--- src/hiat_pkg.sv ---
package hiat_pkg;

  // defaults for the curve geometry
  localparam int DIMS_DEF = 4;
  localparam int BITS_DEF = 4;

  // fixed field widths of the request and result transactions
  localparam int IDX_W      = 16;
  localparam int AXIS_W     = 4;
  localparam int NUM_FIELDS = 4;

  typedef enum logic {
    REQ_ENCODE = 1'b0,
    REQ_DECODE = 1'b1
  } req_type_t;

  typedef struct packed {
    req_type_t         req_type;
    logic [IDX_W-1:0]  curve_index;
    logic [AXIS_W-1:0] axis_in_0;
    logic [AXIS_W-1:0] axis_in_1;
    logic [AXIS_W-1:0] axis_in_2;
    logic [AXIS_W-1:0] axis_in_3;
  } req_t;

  typedef struct packed {
    logic [IDX_W-1:0]  index_out;
    logic [AXIS_W-1:0] axis_out_0;
    logic [AXIS_W-1:0] axis_out_1;
    logic [AXIS_W-1:0] axis_out_2;
    logic [AXIS_W-1:0] axis_out_3;
  } res_t;

endpackage

--- src/hilbert_index_axes_transform.sv ---
// Channel   | Ports                  | Handshake
// ----------+------------------------+-----------------------------------
// request   | start, busy, in_data   | taken when start && !busy
// result    | out_valid, out_data    | one-cycle strobe, cannot be held off
//
// One transaction per cycle, every cycle; busy is always low.
// Path: request register, then one combinational pass through
// the encoder or decoder into the result register.
// Reset (rst_n, synchronous) clears the valid bits only; no state is kept.
// Results must be taken when out_valid is high; the receiver cannot stall.
module hilbert_index_axes_transform #(
  parameter int DIMS = hiat_pkg::DIMS_DEF,
  parameter int BITS = hiat_pkg::BITS_DEF
) (
  input  logic            clk,
  input  logic            rst_n,
  input  logic            start,
  output logic            busy,
  input  hiat_pkg::req_t  in_data,
  output logic            out_valid,
  output hiat_pkg::res_t  out_data
);

  localparam int IDXW   = DIMS * BITS;
  localparam int IEXT_W = (IDXW > hiat_pkg::IDX_W) ? IDXW : hiat_pkg::IDX_W;
  localparam int AEXT_W = (BITS > hiat_pkg::AXIS_W) ? BITS : hiat_pkg::AXIS_W;

  logic            in_vld_r;
  hiat_pkg::req_t  req_r;
  logic            out_valid_r;
  hiat_pkg::res_t  res_r;
  hiat_pkg::res_t  res_nxt;

  logic [hiat_pkg::AXIS_W-1:0] fld_in  [hiat_pkg::NUM_FIELDS];
  logic [hiat_pkg::AXIS_W-1:0] fld_out [hiat_pkg::NUM_FIELDS];
  logic [DIMS-1:0][BITS-1:0]   dec_axes;
  logic [DIMS-1:0][BITS-1:0]   enc_axes;
  logic [IDXW-1:0]             enc_idx;
  logic [IDXW-1:0]             dec_idx;
  logic [IEXT_W-1:0]           idx_in_ext;
  logic [IEXT_W-1:0]           idx_out_ext;

  assign busy = 1'b0;

  always_ff @(posedge clk) begin
    if (!rst_n) begin
      in_vld_r <= 1'b0;
    end else begin
      in_vld_r <= start && !busy;
    end
  end

  always_ff @(posedge clk) begin
    if (start && !busy) begin
      req_r <= in_data;
    end
  end

  assign fld_in[0] = req_r.axis_in_0;
  assign fld_in[1] = req_r.axis_in_1;
  assign fld_in[2] = req_r.axis_in_2;
  assign fld_in[3] = req_r.axis_in_3;

  // axes beyond the four fields read as zero
  always_comb begin
    logic [AEXT_W-1:0] ext;
    for (int i = 0; i < DIMS; i++) begin
      if (i < hiat_pkg::NUM_FIELDS) begin
        ext = AEXT_W'(fld_in[i]);
      end else begin
        ext = '0;
      end
      dec_axes[i] = ext[BITS-1:0];
    end
  end

  assign idx_in_ext = IEXT_W'(req_r.curve_index);
  assign enc_idx    = idx_in_ext[IDXW-1:0];

  hiat_encode #(.DIMS(DIMS), .BITS(BITS)) u_encode (
    .idx  (enc_idx),
    .axes (enc_axes)
  );

  hiat_decode #(.DIMS(DIMS), .BITS(BITS)) u_decode (
    .axes (dec_axes),
    .idx  (dec_idx)
  );

  assign idx_out_ext = IEXT_W'(dec_idx);

  always_comb begin
    logic [AEXT_W-1:0] ext;
    for (int i = 0; i < hiat_pkg::NUM_FIELDS; i++) begin
      if (i < DIMS) begin
        ext = AEXT_W'(enc_axes[i]);
      end else begin
        ext = '0;
      end
      fld_out[i] = ext[hiat_pkg::AXIS_W-1:0];
    end
  end

  always_comb begin
    res_nxt = '0;
    unique case (req_r.req_type)
      hiat_pkg::REQ_DECODE: begin
        res_nxt.index_out = idx_out_ext[hiat_pkg::IDX_W-1:0];
      end
      hiat_pkg::REQ_ENCODE: begin
        res_nxt.axis_out_0 = fld_out[0];
        res_nxt.axis_out_1 = fld_out[1];
        res_nxt.axis_out_2 = fld_out[2];
        res_nxt.axis_out_3 = fld_out[3];
      end
      default: begin
        res_nxt = '0;
      end
    endcase
  end

  always_ff @(posedge clk) begin
    if (!rst_n) begin
      out_valid_r <= 1'b0;
    end else begin
      out_valid_r <= in_vld_r;
    end
  end

  always_ff @(posedge clk) begin
    if (in_vld_r) begin
      res_r <= res_nxt;
    end
  end

  assign out_valid = out_valid_r;
  assign out_data  = res_r;

  // every accepted transaction yields a strobe after the request and result registers
  a_strobe_follows: assert property (@(posedge clk) disable iff (!rst_n)
    (start && !busy) |=> ##1 out_valid_r)
    else $error("accepted transaction produced no result strobe");

  // a result never carries both an index and axes
  a_one_kind: assert property (@(posedge clk) disable iff (!rst_n)
    out_valid_r |-> (res_r.index_out == '0) ||
                    ((res_r.axis_out_0 == '0) && (res_r.axis_out_1 == '0) &&
                     (res_r.axis_out_2 == '0) && (res_r.axis_out_3 == '0)))
    else $error("result holds both index and axes");

  // an encode result has a zero index
  a_encode_idx_zero: assert property (@(posedge clk) disable iff (!rst_n)
    (in_vld_r && (req_r.req_type == hiat_pkg::REQ_ENCODE)) |=>
      (out_valid_r && (res_r.index_out == '0)))
    else $error("encode result has nonzero index");

  // strobe only after a registered request
  a_no_spurious: assert property (@(posedge clk) disable iff (!rst_n)
    $past(rst_n) && out_valid_r |-> $past(in_vld_r))
    else $error("result strobe without a request");

endmodule

--- src/hiat_encode.sv ---
// Hilbert index to axes: de-interleave into transpose form, undo Gray code,
// then undo the per-level exchanges and reflections.
module hiat_encode #(
  parameter int DIMS = hiat_pkg::DIMS_DEF,
  parameter int BITS = hiat_pkg::BITS_DEF
) (
  input  logic [DIMS*BITS-1:0]       idx,
  output logic [DIMS-1:0][BITS-1:0]  axes
);

  always_comb begin
    logic [BITS-1:0] w [DIMS];
    logic [BITS-1:0] t;
    logic [BITS-1:0] p;
    for (int i = 0; i < DIMS; i++) begin
      for (int b = 0; b < BITS; b++) begin
        w[i][b] = idx[b*DIMS + DIMS - 1 - i];
      end
    end
    t = w[DIMS-1] >> 1;
    for (int i = DIMS - 1; i > 0; i--) begin
      w[i] = w[i] ^ w[i-1];
    end
    w[0] = w[0] ^ t;
    for (int j = 1; j < BITS; j++) begin
      p = {BITS{1'b1}} >> (BITS - j);
      for (int i = DIMS - 1; i >= 0; i--) begin
        if (w[i][j]) begin
          w[0] = w[0] ^ p;
        end else begin
          t    = (w[0] ^ w[i]) & p;
          w[0] = w[0] ^ t;
          w[i] = w[i] ^ t;
        end
      end
    end
    for (int i = 0; i < DIMS; i++) begin
      axes[i] = w[i];
    end
  end

endmodule

--- src/hiat_decode.sv ---
// Axes to Hilbert index: per-level exchanges and reflections, Gray code,
// then re-interleave the transpose words.
module hiat_decode #(
  parameter int DIMS = hiat_pkg::DIMS_DEF,
  parameter int BITS = hiat_pkg::BITS_DEF
) (
  input  logic [DIMS-1:0][BITS-1:0]  axes,
  output logic [DIMS*BITS-1:0]       idx
);

  always_comb begin
    logic [BITS-1:0] w [DIMS];
    logic [BITS-1:0] t;
    logic [BITS-1:0] p;
    for (int i = 0; i < DIMS; i++) begin
      w[i] = axes[i];
    end
    for (int j = BITS - 1; j > 0; j--) begin
      p = {BITS{1'b1}} >> (BITS - j);
      for (int i = 0; i < DIMS; i++) begin
        if (w[i][j]) begin
          w[0] = w[0] ^ p;
        end else begin
          t    = (w[0] ^ w[i]) & p;
          w[0] = w[0] ^ t;
          w[i] = w[i] ^ t;
        end
      end
    end
    for (int i = 1; i < DIMS; i++) begin
      w[i] = w[i] ^ w[i-1];
    end
    t = '0;
    for (int j = BITS - 1; j > 0; j--) begin
      p = {BITS{1'b1}} >> (BITS - j);
      if (w[DIMS-1][j]) begin
        t = t ^ p;
      end
    end
    for (int i = 0; i < DIMS; i++) begin
      w[i] = w[i] ^ t;
    end
    idx = '0;
    for (int i = 0; i < DIMS; i++) begin
      for (int b = 0; b < BITS; b++) begin
        idx[b*DIMS + DIMS - 1 - i] = w[i][b];
      end
    end
  end

endmodule
--- config.mk ---
export PLATFORM = sky130hd
export DESIGN_NAME = hilbert_index_axes_transform
export DESIGN_NICKNAME = d
export VERILOG_FILES = /design/src/hiat_pkg.sv /design/src/hilbert_index_axes_transform.sv /design/src/hiat_encode.sv /design/src/hiat_decode.sv
export SDC_FILE = /design/constraint.sdc
export NUM_CORES = 1
export LEC_CHECK = 0
export ABC_CLOCK_PERIOD_IN_PS = 7020
export BUFFER_PORTS_ARGS = -buffer_cell sky130_fd_sc_hd__buf_2
export CAP_MARGIN = 40
export CORE_MARGIN = 2
export CORE_UTILIZATION = 63
export CTS_CLUSTER_SIZE = 12
export DETAILED_ROUTE_END_ITERATION = 10
export GPL_ROUTABILITY_DRIVEN = 0
export PLACE_DENSITY = 0.94
export SYNTH_ARGS = -nofsm -noshare
export SYNTH_HDL_FRONTEND = slang
export SYNTH_HIERARCHICAL = 1
export SYNTH_SLANG_ARGS = --single-unit
--- constraint.sdc ---
create_clock -name clk -period 7.02 [get_ports clk]
set_clock_uncertainty 0.2 [all_clocks]
set_input_delay 0.702 -clock clk [delete_from_list [all_inputs] [get_ports clk]]
set_output_delay 0.702 -clock clk [all_outputs]
set_load 0.02 [all_outputs]
==> impl_results.html <==
<table>
<tr><th>Metric</th><th>Value</th></tr>
<tr><th colspan="2">Outcome</th></tr>
<tr><td>Run status</td><td>complete, no violations</td></tr>
<tr><th colspan="2">Critical path</th></tr>
<tr><td>Worst endpoint data arrival time</td><td>3.57 ns</td></tr>
<tr><td>Critical Path Slowest Stage Cell</td><td>sky130_fd_sc_hd__edfxtp_1</td></tr>
<tr><td>Cell repeated most along the worst path</td><td>sky130_fd_sc_hd__nand2b_1</td></tr>
<tr><td>Reg2Reg Launch Point</td><td>dec_axes[11]</td></tr>
<tr><td>Top Family by Delay on Critical Path</td><td>compound AO/OA/AOI/OAI gates</td></tr>
<tr><td>Type of the setup path with the least slack</td><td>reg2reg</td></tr>
<tr><td>Element type at the critical path end</td><td>register</td></tr>
<tr><td>Critical path fanouts, max</td><td>15</td></tr>
<tr><td>Data required time at the worst endpoint</td><td>6.93 ns</td></tr>
<tr><td>Number of cells on the worst reg-to-reg path</td><td>11</td></tr>
<tr><td>Worst setup startpoint</td><td>dec_axes[11]</td></tr>
<tr><td>CP Buf/Inv Count</td><td>0</td></tr>
<tr><td>Chain of cells forming the critical path</td><td>nand2b_1 -&gt; o221ai_2 -&gt; mux2_1 -&gt; a41o_1 -&gt; nand2b_1 -&gt; mux2i_1 -&gt; o22ai_1 -&gt; xor2_1 -&gt; xnor2_2 -&gt; xnor2_1 -&gt; and2_1</td></tr>
<tr><td>Instance count on the critical path</td><td>11</td></tr>
<tr><td>Max stage delay on crit path</td><td>0.63 ns</td></tr>
<tr><td>Setup slack of the worst register-to-register path</td><td>3.35 ns</td></tr>
<tr><td>Category of the worst setup path launch point</td><td>register</td></tr>
<tr><th colspan="2">Clock tree</th></tr>
<tr><td>Worst-Skew Late Latency</td><td>0.35 ns</td></tr>
<tr><td>Clock root buffer master</td><td>sky130_fd_sc_hd__clkbuf_8</td></tr>
<tr><td>Resized cells post-CTS</td><td>0</td></tr>
<tr><td>Count of hold-fix buffers inserted at cts</td><td>0</td></tr>
<tr><td>Depth of the CTS H-tree</td><td>3</td></tr>
<tr><td>TritonCTS clock tree</td><td>built</td></tr>
<tr><td>Clock-pin slew on the worst setup and hold paths</td><td>0.07 ns</td></tr>
<tr><td>Clock buffers created by TritonCTS</td><td>9</td></tr>
<tr><td>Largest buffer count on any clock path</td><td>2</td></tr>
<tr><td># clock sinks</td><td>67</td></tr>
<tr><td>Number of setup buffers added after CTS</td><td>0</td></tr>
<tr><th colspan="2">STA</th></tr>
<tr><td>Setup tns final</td><td>0 ns</td></tr>
<tr><td>Fmax</td><td>0.2728 GHz</td></tr>
<tr><td>Tightest slew margin relative to the limit</td><td>40.35%</td></tr>
<tr><td>Total setup violations reported at the end of the flow</td><td>0</td></tr>
<tr><td>Transition time at the pin with the least slew margin</td><td>0.8947 ns</td></tr>
<tr><td>Post-route worst setup slack</td><td>3.355 ns</td></tr>
<tr><td>Period utilization</td><td>52.22%</td></tr>
<tr><td>Worst Hold Margin</td><td>0.3012 ns</td></tr>
<tr><td>Final min period</td><td>3.665 ns</td></tr>
<tr><td>Setup repair after global routing missed its margin</td><td>false</td></tr>
<tr><td>Final Hold Fails</td><td>0</td></tr>
<tr><td>Number of pins exceeding their max-slew limit in the final report</td><td>0</td></tr>
<tr><th colspan="2">Routing</th></tr>
<tr><td>Aggregate routed wire length</td><td>9487 um</td></tr>
<tr><td>Wirelength per Cell</td><td>15.68 um</td></tr>
<tr><td>Total via count in the routed design</td><td>3618</td></tr>
<tr><td>Vias per inst</td><td>5.980</td></tr>
<tr><td>1st-iter DRT viols</td><td>229</td></tr>
<tr><td>First-pass detailed-route iteration total</td><td>5</td></tr>
<tr><td>DRC violation count after routing</td><td>0</td></tr>
<tr><td>Post-detailed-route count of antenna-violating nets</td><td>0</td></tr>
<tr><th colspan="2">Power and ir drop</th></tr>
<tr><td>PD cells</td><td>289.9 nW/um2</td></tr>
<tr><td>Maximum VDD drop</td><td>0.1693 mV</td></tr>
<tr><td>Total leakage power</td><td>1.971 nW</td></tr>
<tr><td>Post-layout total power</td><td>0.001517 W</td></tr>
<tr><th colspan="2">Yosys</th></tr>
<tr><td>Cell count after synthesis</td><td>452</td></tr>
<tr><td>Leading register cell type out of synthesis</td><td>sky130_fd_sc_hd__edfxtp_1</td></tr>
<tr><td>Mapped cell area</td><td>4716 um2</td></tr>
<tr><td>YS warnings</td><td>6</td></tr>
<tr><td>EDFF count, synth</td><td>65</td></tr>
<tr><td>Count of distinct cell types in the synthesized netlist</td><td>94</td></tr>
<tr><td>Async S/R FF share, synth</td><td>0%</td></tr>
<tr><td>Synth Area per Inst</td><td>10.43 um2</td></tr>
<tr><td>Flops &amp; latches, synth</td><td>67</td></tr>
<tr><td>Number of nets produced by synthesis</td><td>488</td></tr>
<tr><td>Sequential share of the synthesized area</td><td>42.24%</td></tr>
<tr><th colspan="2">GRT</th></tr>
<tr><td>Remaining global-route overflow</td><td>0</td></tr>
<tr><td>Initial antenna violation count</td><td>0</td></tr>
<tr><td>Largest net degree at the start of global routing</td><td>35</td></tr>
<tr><td>Vias in the first global route</td><td>3362</td></tr>
<tr><td>GRT Util Overall</td><td>24.62%</td></tr>
<tr><td>Wire length of the first global-routing pass</td><td>16150 um</td></tr>
<tr><th colspan="2">Floorplan</th></tr>
<tr><td>Die outline width</td><td>90.52 um</td></tr>
<tr><td>Total die area</td><td>8193 um2</td></tr>
<tr><td>Effective utilization at floorplan</td><td>65.02%</td></tr>
<tr><td>Ports placed on the boundary</td><td>70</td></tr>
<tr><td>Height of the chip</td><td>90.52 um</td></tr>
<tr><td>Row cnt</td><td>31</td></tr>
<tr><td>Std-Cell Core Area</td><td>7253 um2</td></tr>
<tr><th colspan="2">Finish</th></tr>
<tr><td>Layout net count</td><td>537</td></tr>
<tr><td>Number of fillers in the final layout</td><td>507</td></tr>
<tr><td>Relative area change from synthesis to final layout</td><td>10.96%</td></tr>
<tr><td>Commonest non-fill, non-tap cell in the layout</td><td>sky130_fd_sc_hd__buf_2</td></tr>
<tr><td>Layout Cells excl Fill</td><td>605</td></tr>
<tr><td>Commonest non-fill, non-tap cells in the layout</td><td>68 x sky130_fd_sc_hd__buf_2, 65 x sky130_fd_sc_hd__edfxtp_1, 32 x sky130_fd_sc_hd__nand2_1</td></tr>
<tr><td>Diode count</td><td>0</td></tr>
<tr><td>Fraction of final layout cells sized beyond drive strength 1</td><td>27.67%</td></tr>
<tr><th colspan="2">Place</th></tr>
<tr><td>Setup slack after placement</td><td>3.407 ns</td></tr>
<tr><td>Total instance count after detailed placement</td><td>589</td></tr>
<tr><td>Post-detail-place hpwl</td><td>6686 um</td></tr>
<tr><td>I/O Buffers</td><td>68</td></tr>
<tr><th colspan="2">Hold path</th></tr>
<tr><td>Hold Crit Class</td><td>reg2reg</td></tr>
<tr><td>Worst min-delay path startpoint</td><td>in_vld_r</td></tr>
<tr><td>Min-Delay Path Depth</td><td>1</td></tr>
<tr><th colspan="2">Flow run</th></tr>
<tr><td>Number of max-capacitance violations reported</td><td>0</td></tr>
</table>
flip-flops by register name (all words and copies together) (netlist names):
register   cells
enc_idx       16
in_vld_r       1
dec_axes      16
out_valid      1
req_r          1
out_data      32
final timing paths:
| path | to |
|---|---|
| setup / recovery | out_data[17] |
| hold / removal | out_valid |
| setup reg to reg | out_data[17] |
| hold reg to reg | out_valid |
through the flow:
| step | cell area [um2] | utilization (%) |
|---|---|---|
| finish | 5233 | 72.14 |
| global route | 5233 | 72.14 |
| CTS | 5233 | 72.14 |
| detailed placement | 5006 | 69.02 |
| global placement | 5006 | 69.02 |
| floorplan | 4716 | - |
Yosys cell counts (all sizes together), types with 3 or more instances:
| cell | number | area, um2 |
|---|---|---|
| a21oi | 21 | 105.1 |
| nor2 | 29 | 118.9 |
| nor3 | 6 | 35.03 |
| nand3b | 4 | 30.03 |
| mux2i | 20 | 249.0 |
| and3 | 5 | 31.28 |
| buf | 18 | 130.1 |
| a31oi | 4 | 31.28 |
| nand4b | 3 | 26.28 |
| or3b | 3 | 26.28 |
| nand2 | 33 | 131.4 |
| a31o | 4 | 35.04 |
| o31ai | 4 | 43.79 |
| or2 | 6 | 40.04 |
| inv | 14 | 52.55 |
| and2b | 6 | 50.04 |
| mux2 | 3 | 33.78 |
| nand3 | 6 | 30.03 |
| or3 | 3 | 18.77 |
| a211oi | 3 | 27.52 |
| clkbuf | 13 | 51.30 |
| nand2b | 9 | 56.30 |
| and2 | 22 | 137.6 |
| xor2 | 20 | 197.7 |
| o21ai | 21 | 120.1 |
| o22ai | 6 | 37.54 |
| nor2b | 22 | 145.1 |
| a221oi | 4 | 35.03 |
| edfxtp | 65 | 1952 |
| xnor2 | 23 | 231.5 |
| nor3b | 5 | 37.54 |
logic make-up (layout without fill, tap and decap cells):
kind of cell	count (synthesis)	in the layout	share of synthesized area [%]
simple gates	170	170	20.99
compound gates	103	103	16.64
flops	67	67	42.24
buf+inv	45	99	4.961
xor+xnor	43	43	9.101
mux	23	23	5.996
other cells	1	1	0.07952
power by group:
part / leakage [nW] / switching, W / internal (W)
combinational: 1.24 / 0.000323 / 0.000279
clock: 0.108 / 0.000151 / 0.000209
sequential: 0.619 / 0.0000479 / 0.000506
worst register-to-register path: stages, from the launching register on:
cell	delay [ns]
sky130_fd_sc_hd__edfxtp_1	0.63
sky130_fd_sc_hd__nand2b_1	0.30
sky130_fd_sc_hd__o221ai_2	0.37
sky130_fd_sc_hd__mux2_1	0.38
sky130_fd_sc_hd__a41o_1	0.24
sky130_fd_sc_hd__nand2b_1	0.15
sky130_fd_sc_hd__mux2i_1	0.28
sky130_fd_sc_hd__o22ai_1	0.17
sky130_fd_sc_hd__xor2_1	0.19
sky130_fd_sc_hd__xnor2_2	0.25
sky130_fd_sc_hd__xnor2_1	0.11
sky130_fd_sc_hd__and2_1	0.15
per-layer routing:
layer,track usage (%),part of all wire (%),up-vias
met3,5.676,7.2,27
met4,11.79,2.8,0
li1,-,-,1743
met2,37.87,47,180
met1,33.09,43,1668
met5,0,0,-
cell type report:
cell class	instances	area, um2	share of cell area [%]
multi-input cells	340	2490	47.58
flip-flops and latches	67	1992	38.07
repair buffers	69	347.8	6.648
clock buffers	10	137.6	2.630
well taps	99	123.9	2.367
clock inverters	6	88.84	1.698
inverters	14	52.55	1.004
(Power assumes the default switching activity.)
